--- src/rtl/hcc_pkg.sv ---
// types and constants of the cooling controller
package hcc_pkg;

  // event codes carried by req_type
  localparam logic [1:0] REQ_TICK   = 2'd0;
  localparam logic [1:0] REQ_BUTTON = 2'd1;
  localparam logic [1:0] REQ_TEMP   = 2'd2;

  // configuration register indexes
  localparam logic [2:0] REG_HYST     = 3'd0;
  localparam logic [2:0] REG_STEP     = 3'd1;
  localparam logic [2:0] REG_SP_MIN   = 3'd2;
  localparam logic [2:0] REG_SP_MAX   = 3'd3;
  localparam logic [2:0] REG_SP_INIT  = 3'd4;
  localparam logic [2:0] REG_LIGHT_MS = 3'd5;
  localparam logic [2:0] REG_IDLE_MS  = 3'd6;

  localparam int CFG_IDX_W  = 3;
  localparam int CFG_DATA_W = 24;

  // register reset values
  localparam logic [9:0]  HYST_RST     = 10'd32;
  localparam logic [7:0]  STEP_RST     = 8'd16;
  localparam logic [10:0] SP_MIN_RST   = 11'd0;
  localparam logic [10:0] SP_MAX_RST   = 11'd480;
  localparam logic [10:0] SP_INIT_RST  = 11'd80;
  localparam logic [23:0] LIGHT_MS_RST = 24'd10000;
  localparam logic [23:0] IDLE_MS_RST  = 24'd300000;

  typedef struct packed {
    logic [9:0]  hysteresis;
    logic [7:0]  setpoint_step;
    logic [10:0] setpoint_min;
    logic [10:0] setpoint_max;
    logic [23:0] light_time_ms;
    logic [23:0] idle_timeout_ms;
  } cfg_t;

  // setpoint load caused by a write of the initial setpoint
  typedef struct packed {
    logic        load;
    logic [10:0] value;
  } sp_load_t;

  typedef struct packed {
    logic [1:0]         req_type;
    logic               key_down;
    logic               key_up;
    logic               key_stop;
    logic               key_start;
    logic signed [11:0] temp_reading;
    logic               sensor_lost;
  } item_t;

  typedef struct packed {
    logic               cooler_on;
    logic               light_on;
    logic               display_asleep;
    logic               running;
    logic [10:0]        setpoint_now;
    logic signed [11:0] temp_now;
    logic               temp_known;
    logic [2:0]         beep_count;
  } result_t;

endpackage

--- src/rtl/hysteresis_cooling_controller.sv ---
// Bang-bang cooling controller with hysteresis, one event per beat.
// Path: input register, then state update and result register.
// Throughput: one event per cycle unless out_ready stalls; the state update of one
// event is a single registered step, so the next event follows directly behind it.
// Reset (rst_n low, synchronous): registers to their defaults, setpoint to 80.
module hysteresis_cooling_controller #(
  parameter int TIMER_BITS = 24
) (
  input  logic               clk,
  input  logic               rst_n,
  // event channel
  input  logic               in_valid,
  output logic               in_ready,
  input  logic [1:0]         in_req_type,
  input  logic               in_key_down,
  input  logic               in_key_up,
  input  logic               in_key_stop,
  input  logic               in_key_start,
  input  logic signed [11:0] in_temp_reading,
  input  logic               in_sensor_lost,
  // result channel
  output logic               out_valid,
  input  logic               out_ready,
  output logic               out_cooler_on,
  output logic               out_light_on,
  output logic               out_display_asleep,
  output logic               out_running,
  output logic [10:0]        out_setpoint_now,
  output logic signed [11:0] out_temp_now,
  output logic               out_temp_known,
  output logic [2:0]         out_beep_count,
  // configuration channel
  input  logic               cfg_valid,
  output logic               cfg_ready,
  input  logic [2:0]         cfg_index,
  input  logic [23:0]        cfg_data
);

  hcc_pkg::item_t    item_r;
  logic              item_vld_r;
  hcc_pkg::result_t  res_r;
  hcc_pkg::result_t  res_nxt;
  logic              out_vld_r;
  logic              fire;
  hcc_pkg::cfg_t     cfg;
  hcc_pkg::sp_load_t sp_load;

  assign cfg_ready = 1'b1;

  hcc_cfg u_cfg (
    .clk     (clk),
    .rst_n   (rst_n),
    .wr_en   (cfg_valid),
    .wr_idx  (cfg_index),
    .wr_data (cfg_data),
    .cfg     (cfg),
    .sp_load (sp_load)
  );

  // step the held event when the result register is free or draining
  assign fire     = item_vld_r && (!out_vld_r || out_ready);
  assign in_ready = !item_vld_r || fire;

  // input register
  always_ff @(posedge clk) begin
    if (!rst_n) begin
      item_vld_r <= 1'b0;
    end else if (in_ready) begin
      item_vld_r <= in_valid;
    end
  end

  always_ff @(posedge clk) begin
    if (in_valid && in_ready) begin
      item_r.req_type     <= in_req_type;
      item_r.key_down     <= in_key_down;
      item_r.key_up       <= in_key_up;
      item_r.key_stop     <= in_key_stop;
      item_r.key_start    <= in_key_start;
      item_r.temp_reading <= in_temp_reading;
      item_r.sensor_lost  <= in_sensor_lost;
    end
  end

  hcc_step #(
    .TIMER_BITS (TIMER_BITS)
  ) u_step (
    .clk     (clk),
    .rst_n   (rst_n),
    .fire    (fire),
    .item    (item_r),
    .cfg     (cfg),
    .sp_load (sp_load),
    .res     (res_nxt)
  );

  // result register
  always_ff @(posedge clk) begin
    if (!rst_n) begin
      out_vld_r <= 1'b0;
    end else if (fire) begin
      out_vld_r <= 1'b1;
    end else if (out_ready) begin
      out_vld_r <= 1'b0;
    end
  end

  always_ff @(posedge clk) begin
    if (fire) begin
      res_r <= res_nxt;
    end
  end

  assign out_valid          = out_vld_r;
  assign out_cooler_on      = res_r.cooler_on;
  assign out_light_on       = res_r.light_on;
  assign out_display_asleep = res_r.display_asleep;
  assign out_running        = res_r.running;
  assign out_setpoint_now   = res_r.setpoint_now;
  assign out_temp_now       = res_r.temp_now;
  assign out_temp_known     = res_r.temp_known;
  assign out_beep_count     = res_r.beep_count;

endmodule

--- src/rtl/hcc_cfg.sv ---
// configuration register file of the cooling controller
module hcc_cfg (
  input  logic                                clk,
  input  logic                                rst_n,
  input  logic                                wr_en,
  input  logic [hcc_pkg::CFG_IDX_W-1:0]       wr_idx,
  input  logic [hcc_pkg::CFG_DATA_W-1:0]      wr_data,
  output hcc_pkg::cfg_t                       cfg,
  output hcc_pkg::sp_load_t                   sp_load
);

  hcc_pkg::cfg_t cfg_r;

  // register writes
  always_ff @(posedge clk) begin
    if (!rst_n) begin
      cfg_r.hysteresis      <= hcc_pkg::HYST_RST;
      cfg_r.setpoint_step   <= hcc_pkg::STEP_RST;
      cfg_r.setpoint_min    <= hcc_pkg::SP_MIN_RST;
      cfg_r.setpoint_max    <= hcc_pkg::SP_MAX_RST;
      cfg_r.light_time_ms   <= hcc_pkg::LIGHT_MS_RST;
      cfg_r.idle_timeout_ms <= hcc_pkg::IDLE_MS_RST;
    end else if (wr_en) begin
      unique case (wr_idx)
        hcc_pkg::REG_HYST:     cfg_r.hysteresis      <= wr_data[9:0];
        hcc_pkg::REG_STEP:     cfg_r.setpoint_step   <= wr_data[7:0];
        hcc_pkg::REG_SP_MIN:   cfg_r.setpoint_min    <= wr_data[10:0];
        hcc_pkg::REG_SP_MAX:   cfg_r.setpoint_max    <= wr_data[10:0];
        hcc_pkg::REG_LIGHT_MS: cfg_r.light_time_ms   <= wr_data[23:0];
        hcc_pkg::REG_IDLE_MS:  cfg_r.idle_timeout_ms <= wr_data[23:0];
        default: ;
      endcase
    end
  end

  assign cfg = cfg_r;

  // the initial setpoint register lives in the state block as the setpoint itself
  assign sp_load.load  = wr_en && (wr_idx == hcc_pkg::REG_SP_INIT);
  assign sp_load.value = wr_data[10:0];

endmodule

--- src/rtl/hcc_step.sv ---
// controller state and the per-event next-state logic
module hcc_step #(
  parameter int TIMER_BITS = 24
) (
  input  logic              clk,
  input  logic              rst_n,
  input  logic              fire,
  input  hcc_pkg::item_t    item,
  input  hcc_pkg::cfg_t     cfg,
  input  hcc_pkg::sp_load_t sp_load,
  output hcc_pkg::result_t  res
);

  // compare width covering both counter and limit
  localparam int CW = (TIMER_BITS > 24) ? TIMER_BITS : 24;

  logic [10:0]           sp_r, sp_nxt;
  logic signed [11:0]    temp_r, temp_nxt;
  logic                  have_temp_r, have_temp_nxt;
  logic                  cooling_r, cooling_nxt;
  logic                  started_r, started_nxt;
  logic                  light_act_r, light_act_nxt;
  logic [TIMER_BITS-1:0] light_cnt_r, light_cnt_nxt;
  logic                  asleep_r, asleep_nxt;
  logic [TIMER_BITS-1:0] idle_cnt_r, idle_cnt_nxt;
  logic [2:0]            beeps_nxt;

  logic [12:0]           dn_diff;
  logic [10:0]           sp_dn;
  logic [11:0]           up_sum;
  logic [10:0]           sp_up;
  logic [11:0]           on_sum;
  logic signed [13:0]    temp_ext;
  logic signed [13:0]    sp_ext;
  logic signed [13:0]    on_thr;
  logic                  any_btn;

  // down press: subtract step, raise to the minimum
  always_comb begin
    dn_diff = {2'b00, sp_r} - {5'd0, cfg.setpoint_step};
    sp_dn   = ($signed(dn_diff) < $signed({2'b00, cfg.setpoint_min})) ?
              cfg.setpoint_min : dn_diff[10:0];
  end

  // up press applied after down: add step, lower to the maximum
  always_comb begin
    up_sum = {1'b0, (item.key_down ? sp_dn : sp_r)} + {4'd0, cfg.setpoint_step};
    sp_up  = (up_sum > {1'b0, cfg.setpoint_max}) ? cfg.setpoint_max : up_sum[10:0];
  end

  // hysteresis thresholds against the reading in effect for this event
  always_comb begin
    temp_ext = item.sensor_lost ? 14'(temp_r) : 14'(item.temp_reading);
    sp_ext   = $signed({3'b000, sp_r});
    on_sum   = {1'b0, sp_r} + {2'b00, cfg.hysteresis};
    on_thr   = $signed({2'b00, on_sum});
  end

  assign any_btn = item.key_down | item.key_up | item.key_stop | item.key_start;

  // next state for one event
  always_comb begin
    sp_nxt        = sp_r;
    temp_nxt      = temp_r;
    have_temp_nxt = have_temp_r;
    cooling_nxt   = cooling_r;
    started_nxt   = started_r;
    light_act_nxt = light_act_r;
    light_cnt_nxt = light_cnt_r;
    asleep_nxt    = asleep_r;
    idle_cnt_nxt  = idle_cnt_r;
    beeps_nxt     = 3'd0;

    unique case (item.req_type)
      hcc_pkg::REQ_TICK: begin
        if (light_act_r) begin
          light_cnt_nxt = (&light_cnt_r) ? light_cnt_r : light_cnt_r + 1'b1;
          if (CW'(light_cnt_nxt) >= CW'(cfg.light_time_ms)) begin
            light_act_nxt = 1'b0;
          end
        end
        idle_cnt_nxt = (&idle_cnt_r) ? idle_cnt_r : idle_cnt_r + 1'b1;
        if (!asleep_r && (CW'(idle_cnt_nxt) >= CW'(cfg.idle_timeout_ms))) begin
          asleep_nxt = 1'b1;
        end
      end
      hcc_pkg::REQ_BUTTON: begin
        if (asleep_r) begin
          // a press only wakes the display
          if (any_btn) begin
            asleep_nxt   = 1'b0;
            idle_cnt_nxt = '0;
          end
        end else begin
          if (item.key_down) begin
            sp_nxt = sp_dn;
          end
          if (item.key_up) begin
            sp_nxt = sp_up;
          end
          if (item.key_stop) begin
            cooling_nxt = 1'b0;
            started_nxt = 1'b0;
          end
          if (item.key_start) begin
            started_nxt   = 1'b1;
            cooling_nxt   = 1'b1;
            light_act_nxt = 1'b1;
            light_cnt_nxt = '0;
          end
          if (any_btn) begin
            idle_cnt_nxt = '0;
          end
          beeps_nxt = {2'b00, item.key_down} + {2'b00, item.key_up} +
                      {2'b00, item.key_stop} + {2'b00, item.key_start};
        end
      end
      hcc_pkg::REQ_TEMP: begin
        if (!item.sensor_lost) begin
          temp_nxt      = item.temp_reading;
          have_temp_nxt = 1'b1;
        end
        if (!started_r) begin
          cooling_nxt = 1'b0;
        end else if (have_temp_nxt) begin
          if (cooling_r) begin
            if (temp_ext <= sp_ext) cooling_nxt = 1'b0;
          end else begin
            if (temp_ext >= on_thr) cooling_nxt = 1'b1;
          end
        end
      end
      default: ;
    endcase
  end

  // state registers
  always_ff @(posedge clk) begin
    if (!rst_n) begin
      sp_r        <= hcc_pkg::SP_INIT_RST;
      temp_r      <= '0;
      have_temp_r <= 1'b0;
      cooling_r   <= 1'b0;
      started_r   <= 1'b0;
      light_act_r <= 1'b0;
      light_cnt_r <= '0;
      asleep_r    <= 1'b0;
      idle_cnt_r  <= '0;
    end else begin
      // a write of the initial setpoint reloads the live setpoint
      if (sp_load.load) begin
        sp_r <= sp_load.value;
      end else if (fire) begin
        sp_r <= sp_nxt;
      end
      if (fire) begin
        temp_r      <= temp_nxt;
        have_temp_r <= have_temp_nxt;
        cooling_r   <= cooling_nxt;
        started_r   <= started_nxt;
        light_act_r <= light_act_nxt;
        light_cnt_r <= light_cnt_nxt;
        asleep_r    <= asleep_nxt;
        idle_cnt_r  <= idle_cnt_nxt;
      end
    end
  end

  // result of this event
  always_comb begin
    res.cooler_on      = cooling_nxt;
    res.light_on       = light_act_nxt;
    res.display_asleep = asleep_nxt;
    res.running        = started_nxt;
    res.setpoint_now   = sp_nxt;
    res.temp_now       = temp_nxt;
    res.temp_known     = have_temp_nxt;
    res.beep_count     = beeps_nxt;
  end

endmodule

--- config.mk ---
export PLATFORM = sky130hd
export DESIGN_NAME = hysteresis_cooling_controller
export DESIGN_NICKNAME = d
export VERILOG_FILES = /design/src/rtl/hcc_pkg.sv /design/src/rtl/hysteresis_cooling_controller.sv /design/src/rtl/hcc_cfg.sv /design/src/rtl/hcc_step.sv
export SDC_FILE = /design/constraint.sdc
export NUM_CORES = 1
export LEC_CHECK = 0
export BUFFER_PORTS_ARGS = -buffer_cell sky130_fd_sc_hd__buf_2
export CAP_MARGIN = 10
export CORE_MARGIN = 5
export CORE_UTILIZATION = 65
export DETAILED_ROUTE_END_ITERATION = 12
export GPL_TIMING_DRIVEN = 0
export HOLD_SLACK_MARGIN = 0.05
export PLACE_DENSITY = 0.86
export SETUP_SLACK_MARGIN = 0.4
export SLEW_MARGIN = 10
export SYNTH_ARGS = -nofsm -noshare
export SYNTH_HDL_FRONTEND = slang
export SYNTH_SLANG_ARGS = --single-unit
--- constraint.sdc ---
create_clock -name clk -period 12.3 [get_ports clk]
set_input_delay 1.23 -clock clk [delete_from_list [all_inputs] [get_ports clk]]
set_output_delay 1.23 -clock clk [all_outputs]
set_load 0.1 [all_outputs]
======== Word-level counts from Yosys, hierarchy flattened ========
Index checks and enable logic that the tools add are counted.
storage, ports and cells
  flip-flop bits (word level) ............. 216
  output and inout bits ................... 34
operators by class
  $add $sub $neg .......................... 8
  order comparisons ....................... 6
  equal/unequal tests ..................... 12
  multiplexer cells ....................... 46
  bitwise gates (word level) .............. 4
  reduce and logical (&&, ||, !) cells .... 25
operator list
  cell                     count
  $mux W24                 6
  $pmux W24 S2             2
  $mux W11                 8
  $add A24 B1 Y24 const B  2
  $ge A24 B24 Y1           2
  $reduce_and A24 Y1       2
  $mux W1                  24
  $mux W12                 2
  $ge A14 B13 Y1           1
  $le A14 B12 Y1           1
  $mux W14                 1
  $lt A13 B12 Y1           1
  $add A11 B10 Y12         1
  $add A11 B8 Y12          1
  $gt A12 B11 Y1           1
  $reduce_and A2 Y1        6
  $sub A11 B8 Y12          1
  $eq A3 B3 Y1 const B     3
  $add A3 B1 Y3            2
  $eq A3 B2 Y1 const B     2
  $pmux W1 S2              3
  $reduce_bool A2 Y1       3
  $reduce_and A5 Y1        1
  $logic_and A1 B1 Y1      4
  14 further kinds         21

======== Longest topological paths before layout ========
Gate-level depths: netlist of run 1.
  word-level depth ........................ 12
  depth in mapped cells ................... 40
  mapped depth without buffers ............ 37

======== Cells and area by module ========
From an unflattened synthesis of run 1, not the netlist that was laid out.
unflattened totals
  cells, all modules ...................... 1533
  area total of the unflattened synthesis .. 13792.0 um^2
modules (own cells, without submodules)
  module                         instances  cells an instance  area each (um^2)  sequential area each (um^2)
  hcc_step                       1          1122               8657.1            1521.5
  hcc_cfg                        1          350                3518.4            1761.7
  hysteresis_cooling_controller  1          61                 1616.6            1541.5

======== Least setup slack after synthesis of run 1 ========
Ideal clock, no wire load.
  kind .................................... reg-to-reg
  start point ............................. register u_step.sp_r[0]
  end point ............................... register res_r, in the netlist out_setpoint_now[8] (data pin)
  setup time .............................. 0.145 ns
  arrival ................................. 6.632 ns
  required time ........................... 12.155 ns
  path slack .............................. 5.523 ns
  cell stages (with the launch flop) ...... 40
  buffers on the path ..................... 2
  cells stage by stage .................... dfxtp_1 > inv_1 > ha_1 > inv_1 > fa_1 > a21oi_2 > o211ai_2 > o41ai_2 > xnor2_1 > inv_1 > ha_1 > a21o_1 > a21oi_1 > nor2b_1 > a2111oi_4 > nor2_1 > clkbuf_1 > o211ai_1 > [4 not listed] > nor2b_1 > o21ai_0 > nand2b_1 > a21o_1 > a21oi_1 > o21a_1 > nor3_1 > xnor2_1 > ha_1 > nand3_1 > o21ai_0 > o31a_1 > o21ai_0 > o41a_1 > buf_6 > nor4b_1 > or4_4 > o21ai_1
RTL lines
  item                    RTL line                              RTL
  start, declared         hcc_step.sv:17                        logic [10:0] sp_r, sp_nxt;
  start signal, assigned  hcc_step.sv:140                       sp_r <= hcc_pkg::SP_INIT_RST;
  start signal, assigned  hcc_step.sv:152                       sp_r <= sp_load.value;
  start signal, assigned  hcc_step.sv:154                       sp_r <= sp_nxt;
  end signal, assigned    hysteresis_cooling_controller.sv:110  res_r <= res_nxt;
  end, declared           hysteresis_cooling_controller.sv:41   hcc_pkg::result_t res_r;

======== Worst setup path in the final report of run 1 ========
  start point ............................. register u_step.sp_r[0]
  end point ............................... register u_step.sp_r[4]
on the way
  cells in the longest elaborated chain, start to end .. 12
RTL lines
  item             RTL line                        RTL
  $sub A11 B8 Y12  hcc_step.sv:40                  dn_diff = {2'b00, sp_r} - {5'd0, cfg.setpoint_step};
  $lt A13 B12 Y1   hcc_step.sv:41                  sp_dn = ($signed(dn_diff) < $signed({2'b00, cfg.setpoint_min})) ?
  $mux W11         hcc_step.sv:41
  $mux W11 *       hcc_step.sv:47, hcc_step.sv:95
  $add A11 B8 Y12  hcc_step.sv:47                  up_sum = {1'b0, (item.key_down ? sp_dn : sp_r)} + {4'd0, cfg.setpoint_step};
  $gt A12 B11 Y1   hcc_step.sv:48                  sp_up = (up_sum > {1'b0, cfg.setpoint_max}) ? cfg.setpoint_max : up_sum[10:0];
  $mux W11         hcc_step.sv:48
  $mux W11 *       hcc_step.sv:98                  if (item.key_up) begin
  $mux W11 *       hcc_step.sv:88                  if (asleep_r) begin
  $mux W11 *       hcc_step.sv:74                  unique case (item.req_type)
  $mux W11 *       hcc_step.sv:153                 end else if (fire) begin
  $mux W11 *       hcc_step.sv:151                 if (sp_load.load) begin
Mark *: on every way between the ends. The rest lies on a longest branch, timed or not. The select of a mux whose other input is x is not followed.
A chain may end at the register's enable or synchronous reset.

==> results.ini, run 1 <==
[yosys]
synth_cells=1572
yosys.area_share.xor_xnor_pct=4.55
synth_area_leaders=dfxtp_1, ha_1, edfxtp_1
synth-compound-area-share_pct=19.9
yosys-top-cells-count=nand2_1, dfxtp_1, ha_1
ys_types=71
yosysTopAreaCellShare_pct=24.7
async_reset_ff_share_pct=0
synth_area_um2=13500
synth-edff-count=50
ys.flop_type=dfxtp_1
synth-warning-count=0
synthMuxAreaShare_pct=2.76
synth_largest_area_cell=dfxtp_1
post_synth_fa_ha_maj_area_fraction_pct=12.4
yosys_register_bits=216
synth.avg_cell_area_um2=8.56
ys_seq_area_share_pct=35.8
synth_most_common_cell=nand2_1
synth_top_family_by_area=compound AO/OA/AOI/OAI gates
synthSimpleGateAreaFrac_pct=19.7
synth_nets=1754

[placed_design]
dpl.hpwl_mm=28.2
port_buffers=80
gpl.final_weighted_congestion=0.972

[sta]
finalSetupTns_ns=0
finalCritPeriodShare_pct=71.1
fmax_mhz=114
setup-violations-final=0
maxSlewViolCount=0
max_slew_margin_pct=33.3
hold_slack_ns=0.464
worstMarginPinSlew_ns=0.993
grt_setup_unrepaired=no
finalHoldViolCount=0
period_needed_ns=8.74
clock-skew-final_ns=0.0169

[clock_network]
clkTransAtPathRegs_ns=0.06
numCtsBuffers=23
clockBufferDepth=3
postCtsSetupBuffers=0
hold_buffers=0
h-tree-depth=1
cts_root_buf=clkbuf_16
clock-sinks=216
worstSkewPairLatency_ns=0.51
cts_tree=built
cts_resized=0

[setup_path]
crit_required_ns=12.59
crit_fanout=10
rr_startpoint=u_step.sp_r[0]
path_class=reg -> reg
cp-end-kind=flop
crit_arrival_ns=9.03
cp_slowest_cell=dfxtp_1
r2r_slack_ns=3.56
reg2reg_to=u_step.sp_r[4]
cpPeakStageDelay_ns=0.46
critPathLaunchType=flop
critical_path.startpoint=u_step.sp_r[0]
crit_end=u_step.sp_r[4]
reg2reg_depth=40

[route]
ant_nets=0
wirelength_mm=37.2
drc=0
routed_via_density=6.11
vias=12000
wl_per_cell_um=18.9
firstDrtPassIters=5
drt_iter0_drc=1026

[global_routing]
grt_pass1_vias=11800
overflow=0
grt_max_degree=32
antenna_found_initial=0
grt_pass1_wl_mm=59.4
gr-usage-all-layers_pct=30.6

[die]
die_y_um=154
die_area_um2=23700
row_count=52
start_util_pct=66.3
io_pins=85
core_um2=20300
dieWidth_um=154

[final_layout]
fin_nets=1861
diodes=0
layout-drive-gt1-share_pct=9.21
syn2layout_area_growth_pct=11.0
fillCellCount=1571

[outcome]
status=finished, final reports clean

[power_and_ir_drop]
p_leak_nw=6.03
powerDensity_nw_per_um2=125
ir_drop_v=0.0000942

[flow_run]
max_cap_viol_count=0

[min_path]
hold_class=reg -> reg

-- worst max-delay path: cells and delay by family, from the launching register on --
kind            cells  cell delay, ns
xor+xnor            2            0.42
buf+inv             7            1.08
fa+ha+maj           6            1.86
flops               1            0.46
compound gates     19            3.51
simple gates        6            1.22
-- state kept, by name, summed over array words and instances (netlist names), 3 cells and up --
name                flops
out_setpoint_now       11
item_r                 19
out_temp_now           12
u_cfg.cfg              88
u_step.idle_cnt_r      24
u_step.sp_r            11
u_step.temp_r          12
out_beep_count          3
u_step.light_cnt_r     24
-- per-layer routing --
layer / track usage (%) / part of all wire (%) / routed length [µm] / vias to the layer above
li1: - / - / - / 5739
met1: 39.2 / 40 / 14900 / 5599
met2: 51.6 / 47 / 17400 / 523
met3: 4.47 / 8.1 / 3020 / 125
met4: 13.3 / 4.9 / 1840 / 0
met5: 0 / 0 / 0 / -
-- cell usage in the layout, fill, tap and decap left out, types with 48 or more instances in the layout --
master / netlist / routed
a21oi_1: 78 / 78
o21ai_0: 59 / 59
nor2b_1: 58 / 58
inv_1: 106 / 106
nor2_1: 73 / 73
ha_1: 127 / 127
edfxtp_1: 50 / 50
a21boi_0: 87 / 87
dfxtp_1: 166 / 166
nand2_1: 255 / 255
buf_2: 1 / 82
clkbuf_1: 61 / 68
xnor2_1: 48 / 48
-- metrics by stage --
stage | power [mW] | utilization (%) | instances | area (µm²) | worst slack (ns)
3_3_place_gp | 1.19 | 70.0 | 1922 | 14200 | 4.22
6_report | 1.87 | 73.6 | 1963 | 14900 | 3.56
5_1_grt | 1.95 | 73.6 | 1963 | 14900 | 2.94
4_1_cts | 1.87 | 73.6 | 1962 | 14900 | 3.87
2_1_floorplan | 1.09 | - | 1572 | 13500 | 5.52
3_5_place_dp | 1.21 | 70.1 | 1923 | 14200 | 3.95
-- layout make-up --
| class | count | area, µm² | share of cell area, % |
|---|---|---|---|
| sequential | 216 | 4820 | 32.3 |
| tap | 270 | 338 | 2.26 |
| clock buffer | 37 | 699 | 4.68 |
| clock inverter | 2 | 10.0 | 0.0670 |
| inverter | 107 | 402 | 2.69 |
| timing repair buffer | 82 | 425 | 2.85 |
| multi-input combinational | 1185 | 7990 | 53.5 |
| buffer | 64 | 254 | 1.70 |
-- power by group --
part | switching (mW) | internal (mW)
clock network | 0.280 | 0.386
logic | 0.283 | 0.156
registers | 0.0156 | 0.749
-- cell families after synthesis --
family / Yosys count
compound gates: 392
other cells: 1
simple gates: 557
flops: 216
xor+xnor: 70
fa+ha+maj: 131
buf+inv: 171
mux: 34
-- worst min-delay path by stage --
stage,start,to,cells after the start
finish,u_cfg.cfg[14],u_cfg.cfg[14],2
global route,u_cfg.cfg[43],u_cfg.cfg[43],2
CTS,u_cfg.cfg[14],u_cfg.cfg[14],2
detailed placement,u_cfg.cfg[35],u_cfg.cfg[35],2
global placement,u_cfg.cfg[52],u_cfg.cfg[52],2
floorplan,u_cfg.cfg[10],u_cfg.cfg[10],2
No activity file was read; power rests on OpenSTA's default activity.
==> run 2: changes to the inputs <==
--- a/config.mk
+++ b/config.mk
@@ -8,11 +8,11 @@
 export BUFFER_PORTS_ARGS = -buffer_cell sky130_fd_sc_hd__buf_2
 export CAP_MARGIN = 10
 export CORE_MARGIN = 5
-export CORE_UTILIZATION = 65
+export CORE_UTILIZATION = 56
 export DETAILED_ROUTE_END_ITERATION = 12
 export GPL_TIMING_DRIVEN = 0
 export HOLD_SLACK_MARGIN = 0.05
-export PLACE_DENSITY = 0.86
+export PLACE_DENSITY = 0.78
 export SETUP_SLACK_MARGIN = 0.4
 export SLEW_MARGIN = 10
 export SYNTH_ARGS = -nofsm -noshare
==> constraint.sdc (replaced) <==
create_clock -name clk -period 7.1 [get_ports clk]
set_input_delay 0.71 -clock clk [delete_from_list [all_inputs] [get_ports clk]]
set_output_delay 0.71 -clock clk [all_outputs]
set_load 0.1 [all_outputs]
==> results.ini, run 2 (synthesis gave the netlist of run 1 again) <==
[power_and_ir_drop]
ir_drop_v=0.000173  ; +83%
powerDensity_nw_per_um2=230  ; +84%
p_leak_nw=6.35  ; +5.2%

[placed_design]
gpl.final_weighted_congestion=1.00  ; +2.9%
port_buffers=80  ; unchanged
dp_slack_ns=-0.916  ; -4.87 ns
dpl.hpwl_mm=28.4  ; +0.61%

[final_layout]
syn2layout_area_growth_pct=17.7
final_common_cell=nand2_1
final_cell_mix=nand2_1, dfxtp_1, ha_1, inv_1, a21boi_0
fillCellCount=1915  ; +22%
layout-drive-gt1-share_pct=15.4  ; +6.2 points
diodes=0  ; unchanged
fin_nets=1902  ; +2.2%
largest_register_ffs=88  ; unchanged

[route]
wl_per_cell_um=18.6  ; -1.7%
vias=12000  ; +0.25%
ant_nets=0  ; unchanged
wirelength_mm=38.3  ; +3.0%
drc=0  ; unchanged
routed_via_density=5.84  ; -4.3%
drt_iter0_drc=981  ; -4.4%
firstDrtPassIters=5  ; unchanged

[global_routing]
grt_pass1_vias=11300  ; -4.3%
overflow=0  ; unchanged
antenna_found_initial=0  ; unchanged
grt_max_degree=32  ; unchanged
gr-usage-all-layers_pct=27.6  ; -3.1 points
grt_pass1_wl_mm=59.6  ; +0.30%

[setup_path]
r2r_slack_ns=0.07  ; -3.49 ns
reg2reg_depth=33  ; -18%
rr_startpoint=u_step.sp_r[2]
cp_common_cell=ha_1
crit_buf_inv=2  ; -5
critPathLaunchType=flop
crit_arrival_ns=7.41  ; -1.62 ns
cp_num_cells=33  ; -18%
crit_fanout=8  ; -2
reg2reg_to=out_setpoint_now[8]
cpPeakStageDelay_ns=0.59  ; +0.13 ns
crit_required_ns=7.48  ; -5.11 ns
path_class=reg -> reg
cp_slowest_cell=or4_4
cp-end-kind=flop
crit_family=compound AO/OA/AOI/OAI gates

[clock_network]
hold_buffers=0  ; unchanged
clock-sinks=216  ; unchanged
cts_root_buf=clkbuf_16
cts_tree=built
clockBufferDepth=3  ; unchanged
worstSkewPairLatency_ns=0.53  ; +0.02 ns
numCtsBuffers=24  ; +4.3%
clkTransAtPathRegs_ns=0.06  ; about the same
h-tree-depth=1  ; unchanged

[die]
io_pins=85  ; unchanged
die_area_um2=27200  ; +15%
core_um2=23500  ; +16%
row_count=56  ; +7.7%
die_y_um=165  ; +7.2%
dieWidth_um=165  ; +7.2%
start_util_pct=57.2  ; -9.1 points

[min_path]
hold_class=in -> reg
hold_start=in_temp_reading[1]
min_path_cells=1  ; -1
hold_path_end=item_r[2]

[sta]
finalCritPeriodShare_pct=99.0  ; +28 points
fmax_mhz=142  ; +24%
worstMarginPinSlew_ns=1.18  ; +0.184 ns
period_needed_ns=7.03  ; -1.71 ns
finalSetupTns_ns=0  ; unchanged
clock-skew-final_ns=0.00754  ; -0.00934 ns
fin_ws_ns=0.0685  ; -3.49 ns
max_slew_margin_pct=20.3  ; -13 points
grt_setup_unrepaired=yes
finalHoldViolCount=0  ; unchanged
setup-violations-final=0  ; unchanged
maxSlewViolCount=0  ; unchanged

[flow_run]
max_cap_viol_count=0  ; unchanged

[outcome]
status=finished, final reports clean

## run 2: per-stage QoR
stage | power, mW | utilization, % | area [µm²] | cells | hold WS (ns)
3_3_place_gp | 2.08 | 60.6 | 14300 | 1971 | 0.453
6_report | 3.64 | 67.3 | 15800 | 2057 | 0.350
4_1_cts | 3.52 | 66.0 | 15500 | 2042 | 0.329
3_5_place_dp | 2.09 | 60.7 | 14300 | 1972 | 0.458
5_1_grt | 3.79 | 67.3 | 15800 | 2057 | 0.337
2_1_floorplan | 1.89 | - | 13500 | 1572 | 0.443
## run 2: worst max path at each step
| stage | start | end | slack, ns |
|---|---|---|---|
| 2_1_floorplan | u_step.sp_r[0] | out_setpoint_now[8] | 0.42 |
| 3_3_place_gp | u_step.sp_r[0] | out_setpoint_now[4] | -0.86 |
| 3_5_place_dp | u_step.sp_r[0] | out_setpoint_now[4] | -0.92 |
| 4_1_cts | u_step.sp_r[0] | out_setpoint_now[8] | 0.04 |
| 5_1_grt | u_step.sp_r[0] | out_setpoint_now[8] | -0.25 |
| 6_report | u_step.sp_r[2] | out_setpoint_now[8] | 0.07 |
## run 2: final cells by class
class                      instances  area [µm²]  area share, %
buffer                            64         279           1.76
clock buffer                      33         707           4.46
clock inverter                    11         114          0.719
inverter                         107         404           2.55
multi-input combinational       1185        8360           52.8
sequential                       216        4830           30.5
tap                              319         399           2.52
timing repair buffer             122         746           4.71
## run 2: power breakdown
part | switching (mW) | leakage (nW) | internal (mW)
sequential | 0.0270 | 1.82 | 1.30
clock | 0.520 | 0.400 | 0.769
combinational | 0.587 | 4.12 | 0.444
total | 1.13 | 6.35 | 2.51
## run 2: repair_timing
| action | in CTS | in global routing |
|---|---|---|
| setup endpoints to repair | 22 | 22 |
| gates resized for setup | 60 | 36 |
| setup buffers | 25 | 14 |
| pin swaps | 31 | 40 |
| gates cloned | 1 | 1 |
## run 2: metal layers
metal  global-route usage (%)  wire length, µm  part of all wire, %
met5                        0                0                    0
met4                     10.0             1710                  4.5
met3                     3.25             2730                  7.1
met2                     46.3            17800                   47
met1                     36.7            16000                   42
==> run 3: changes to the inputs <==
--- a/config.mk
+++ b/config.mk
@@ -8,11 +8,11 @@
 export BUFFER_PORTS_ARGS = -buffer_cell sky130_fd_sc_hd__buf_2
 export CAP_MARGIN = 10
 export CORE_MARGIN = 5
-export CORE_UTILIZATION = 56
+export CORE_UTILIZATION = 65
 export DETAILED_ROUTE_END_ITERATION = 12
 export GPL_TIMING_DRIVEN = 0
 export HOLD_SLACK_MARGIN = 0.05
-export PLACE_DENSITY = 0.78
+export PLACE_DENSITY = 0.86
 export SETUP_SLACK_MARGIN = 0.4
 export SLEW_MARGIN = 10
 export SYNTH_ARGS = -nofsm -noshare
==> constraint.sdc (replaced) <==
create_clock -name clk -period 8.45 [get_ports clk]
set_input_delay 0.845 -clock clk [delete_from_list [all_inputs] [get_ports clk]]
set_output_delay 0.845 -clock clk [all_outputs]
set_load 0.1 [all_outputs]
==> results.ini, run 3 (synthesis gave the netlist of run 1 again) <==
[flow_run]
max_cap_viol_count=0  ; unchanged

[clock_network]
clkTransAtPathRegs_ns=0.06  ; about the same
numCtsBuffers=23  ; -4.2%
cts_root_buf=clkbuf_16
h-tree-depth=1  ; unchanged
clock-sinks=216  ; unchanged
worstSkewPairLatency_ns=0.52  ; about the same
clockBufferDepth=3  ; unchanged
cts_tree=built

[sta]
clock-skew-final_ns=0.0191  ; +0.0115 ns
finalSetupTns_ns=0  ; unchanged
finalHoldViolCount=0  ; unchanged
worstMarginPinSlew_ns=0.999  ; -0.177 ns
grt_setup_unrepaired=no
maxSlewViolCount=0  ; unchanged
setup-violations-final=0  ; unchanged
fmax_mhz=131  ; -8.1%
finalCritPeriodShare_pct=90.6  ; -8.4 points
max_slew_margin_pct=32.9  ; +13 points
period_needed_ns=7.65  ; +0.623 ns

[setup_path]
rr_startpoint=u_step.sp_r[0]
cp-end-kind=flop
cpPeakStageDelay_ns=0.57  ; -0.02 ns
crit_arrival_ns=8.02  ; +0.61 ns
crit_fanout=10  ; +2
r2r_slack_ns=0.80  ; +0.73 ns
crit_required_ns=8.81  ; +1.33 ns
cp_common_cell=ha_1
reg2reg_depth=39  ; +18%
reg2reg_to=out_setpoint_now[8]
critPathLaunchType=flop
cp_slowest_cell=or4_4
path_class=reg -> reg

[min_path]
hold_start=u_cfg.cfg[14]
hold_class=reg -> reg
min_path_cells=2  ; +1
hold_path_end=u_cfg.cfg[14]

[route]
drt_iter0_drc=966  ; -1.5%
routed_via_density=6.11  ; +4.6%
wirelength_mm=37.4  ; -2.4%
vias=12000  ; +0.12%
wl_per_cell_um=19.0  ; +2.0%
drc=0  ; unchanged
ant_nets=0  ; unchanged
firstDrtPassIters=6  ; +1

[final_layout]
layout-drive-gt1-share_pct=10.7  ; -4.8 points
syn2layout_area_growth_pct=11.9
fillCellCount=1553  ; -19%
largest_register_ffs=88  ; unchanged
final_common_cell=nand2_1
diodes=0  ; unchanged
final_cell_mix=nand2_1, dfxtp_1, ha_1, inv_1, a21boi_0
fin_nets=1867  ; -1.8%

[power_and_ir_drop]
fin_total_pwr_mw=2.77  ; -24%
powerDensity_nw_per_um2=184  ; -20%
ir_drop_v=0.000137  ; -21%
p_leak_nw=6.08  ; -4.1%

[die]
dieWidth_um=154  ; -6.7%
die_y_um=154  ; -6.7%
row_count=52  ; -7.1%
start_util_pct=66.3  ; +9.1 points
core_um2=20300  ; -14%
io_pins=85  ; unchanged
die_area_um2=23700  ; -13%

[placed_design]
port_buffers=80  ; unchanged
gpl.final_weighted_congestion=0.972  ; -2.9%
dpl.hpwl_mm=28.2  ; -0.61%

[outcome]
status=finished, final reports clean

[global_routing]
grt_max_degree=32  ; unchanged
antenna_found_initial=0  ; unchanged
grt_pass1_vias=11800  ; +4.7%
grt_pass1_wl_mm=59.6  ; about the same
gr-usage-all-layers_pct=30.7  ; +3.1 points
overflow=0  ; unchanged

==> run 3: changes by cell type in the layout (fill, tap and decap cells not counted), moves of 6 or more <==
cell     before  now
a21oi_1      65   75
buf_4        40    7
o21ai_0      49   55
a21oi_2      12    4
mux2i_1       2    8
==> run 3: repair_timing <==
item | 4_1_cts | 5_1_grt
endpoints found under the setup margin | 17 | 22
pin swaps | 1 | 9
hold buffers | 0 | 0
resized for setup | 7 | 24
setup buffers | 0 | 6
==> run 3: critical path, delay by kind of cell, from the launching register on <==
family	cells	cell delay, ns
adder cells (fa/ha/maj)	6	1.58
AO/OA/AOI/OAI	17	3.24
buffers and inverters	6	0.65
flip-flops	1	0.40
XOR/XNOR	2	0.39
AND/OR/NAND/NOR	8	1.26
==> run 3: where the power goes <==
group / internal [mW] / switching [mW] / total [mW]
clock network: 0.562 / 0.411 / 0.973
logic: 0.252 / 0.430 / 0.682
registers: 1.09 / 0.0229 / 1.11
total: 1.90 / 0.864 / 2.77
==> run 3: final cells by class <==
type	count	area (µm²)	share of cell area, %
plain buffers	64	264	1.75
clock buffers	37	699	4.64
clock inverters	2	10.0	0.0664
inverters	107	402	2.67
multi-input cells	1185	8060	53.5
flip-flops and latches	216	4830	32.0
well taps	270	338	2.24
repair buffers	88	470	3.12
==> run 3: through the flow <==
step / std cells / util, % / worst slack [ns] / area (µm²) / hold slack [ns]
finish: 1969 / 74.2 / 0.796 / 15100 / 0.464
global route: 1969 / 74.2 / 0.373 / 15100 / 0.485
CTS: 1962 / 73.7 / 0.422 / 15000 / 0.466
detailed placement: 1923 / 70.1 / 0.0987 / 14200 / 0.458
global placement: 1922 / 70.0 / 0.371 / 14200 / 0.451
floorplan: 1572 / - / 1.67 / 13500 / 0.443
==> run 3: worst max-delay path by stage <==
stage / endpoint / from / cells past startpoint
floorplan: out_setpoint_now[8] / u_step.sp_r[0] / 39
global placement: out_setpoint_now[4] / u_step.sp_r[0] / 39
detailed placement: out_setpoint_now[4] / u_step.sp_r[0] / 40
CTS: out_setpoint_now[2] / u_step.sp_r[0] / 39
global route: out_setpoint_now[8] / u_step.sp_r[0] / 39
finish: out_setpoint_now[8] / u_step.sp_r[0] / 39
==> run 3: per-layer routing <==
| layer | up-vias | track usage (%) | share of wire, % |
|---|---|---|---|
| li1 | 5759 | - | - |
| met3 | 121 | 4.47 | 7.7 |
| met5 | - | 0 | 0 |
| met2 | 510 | 51.8 | 47 |
| met4 | 0 | 13.2 | 5.1 |
| met1 | 5640 | 39.3 | 41 |
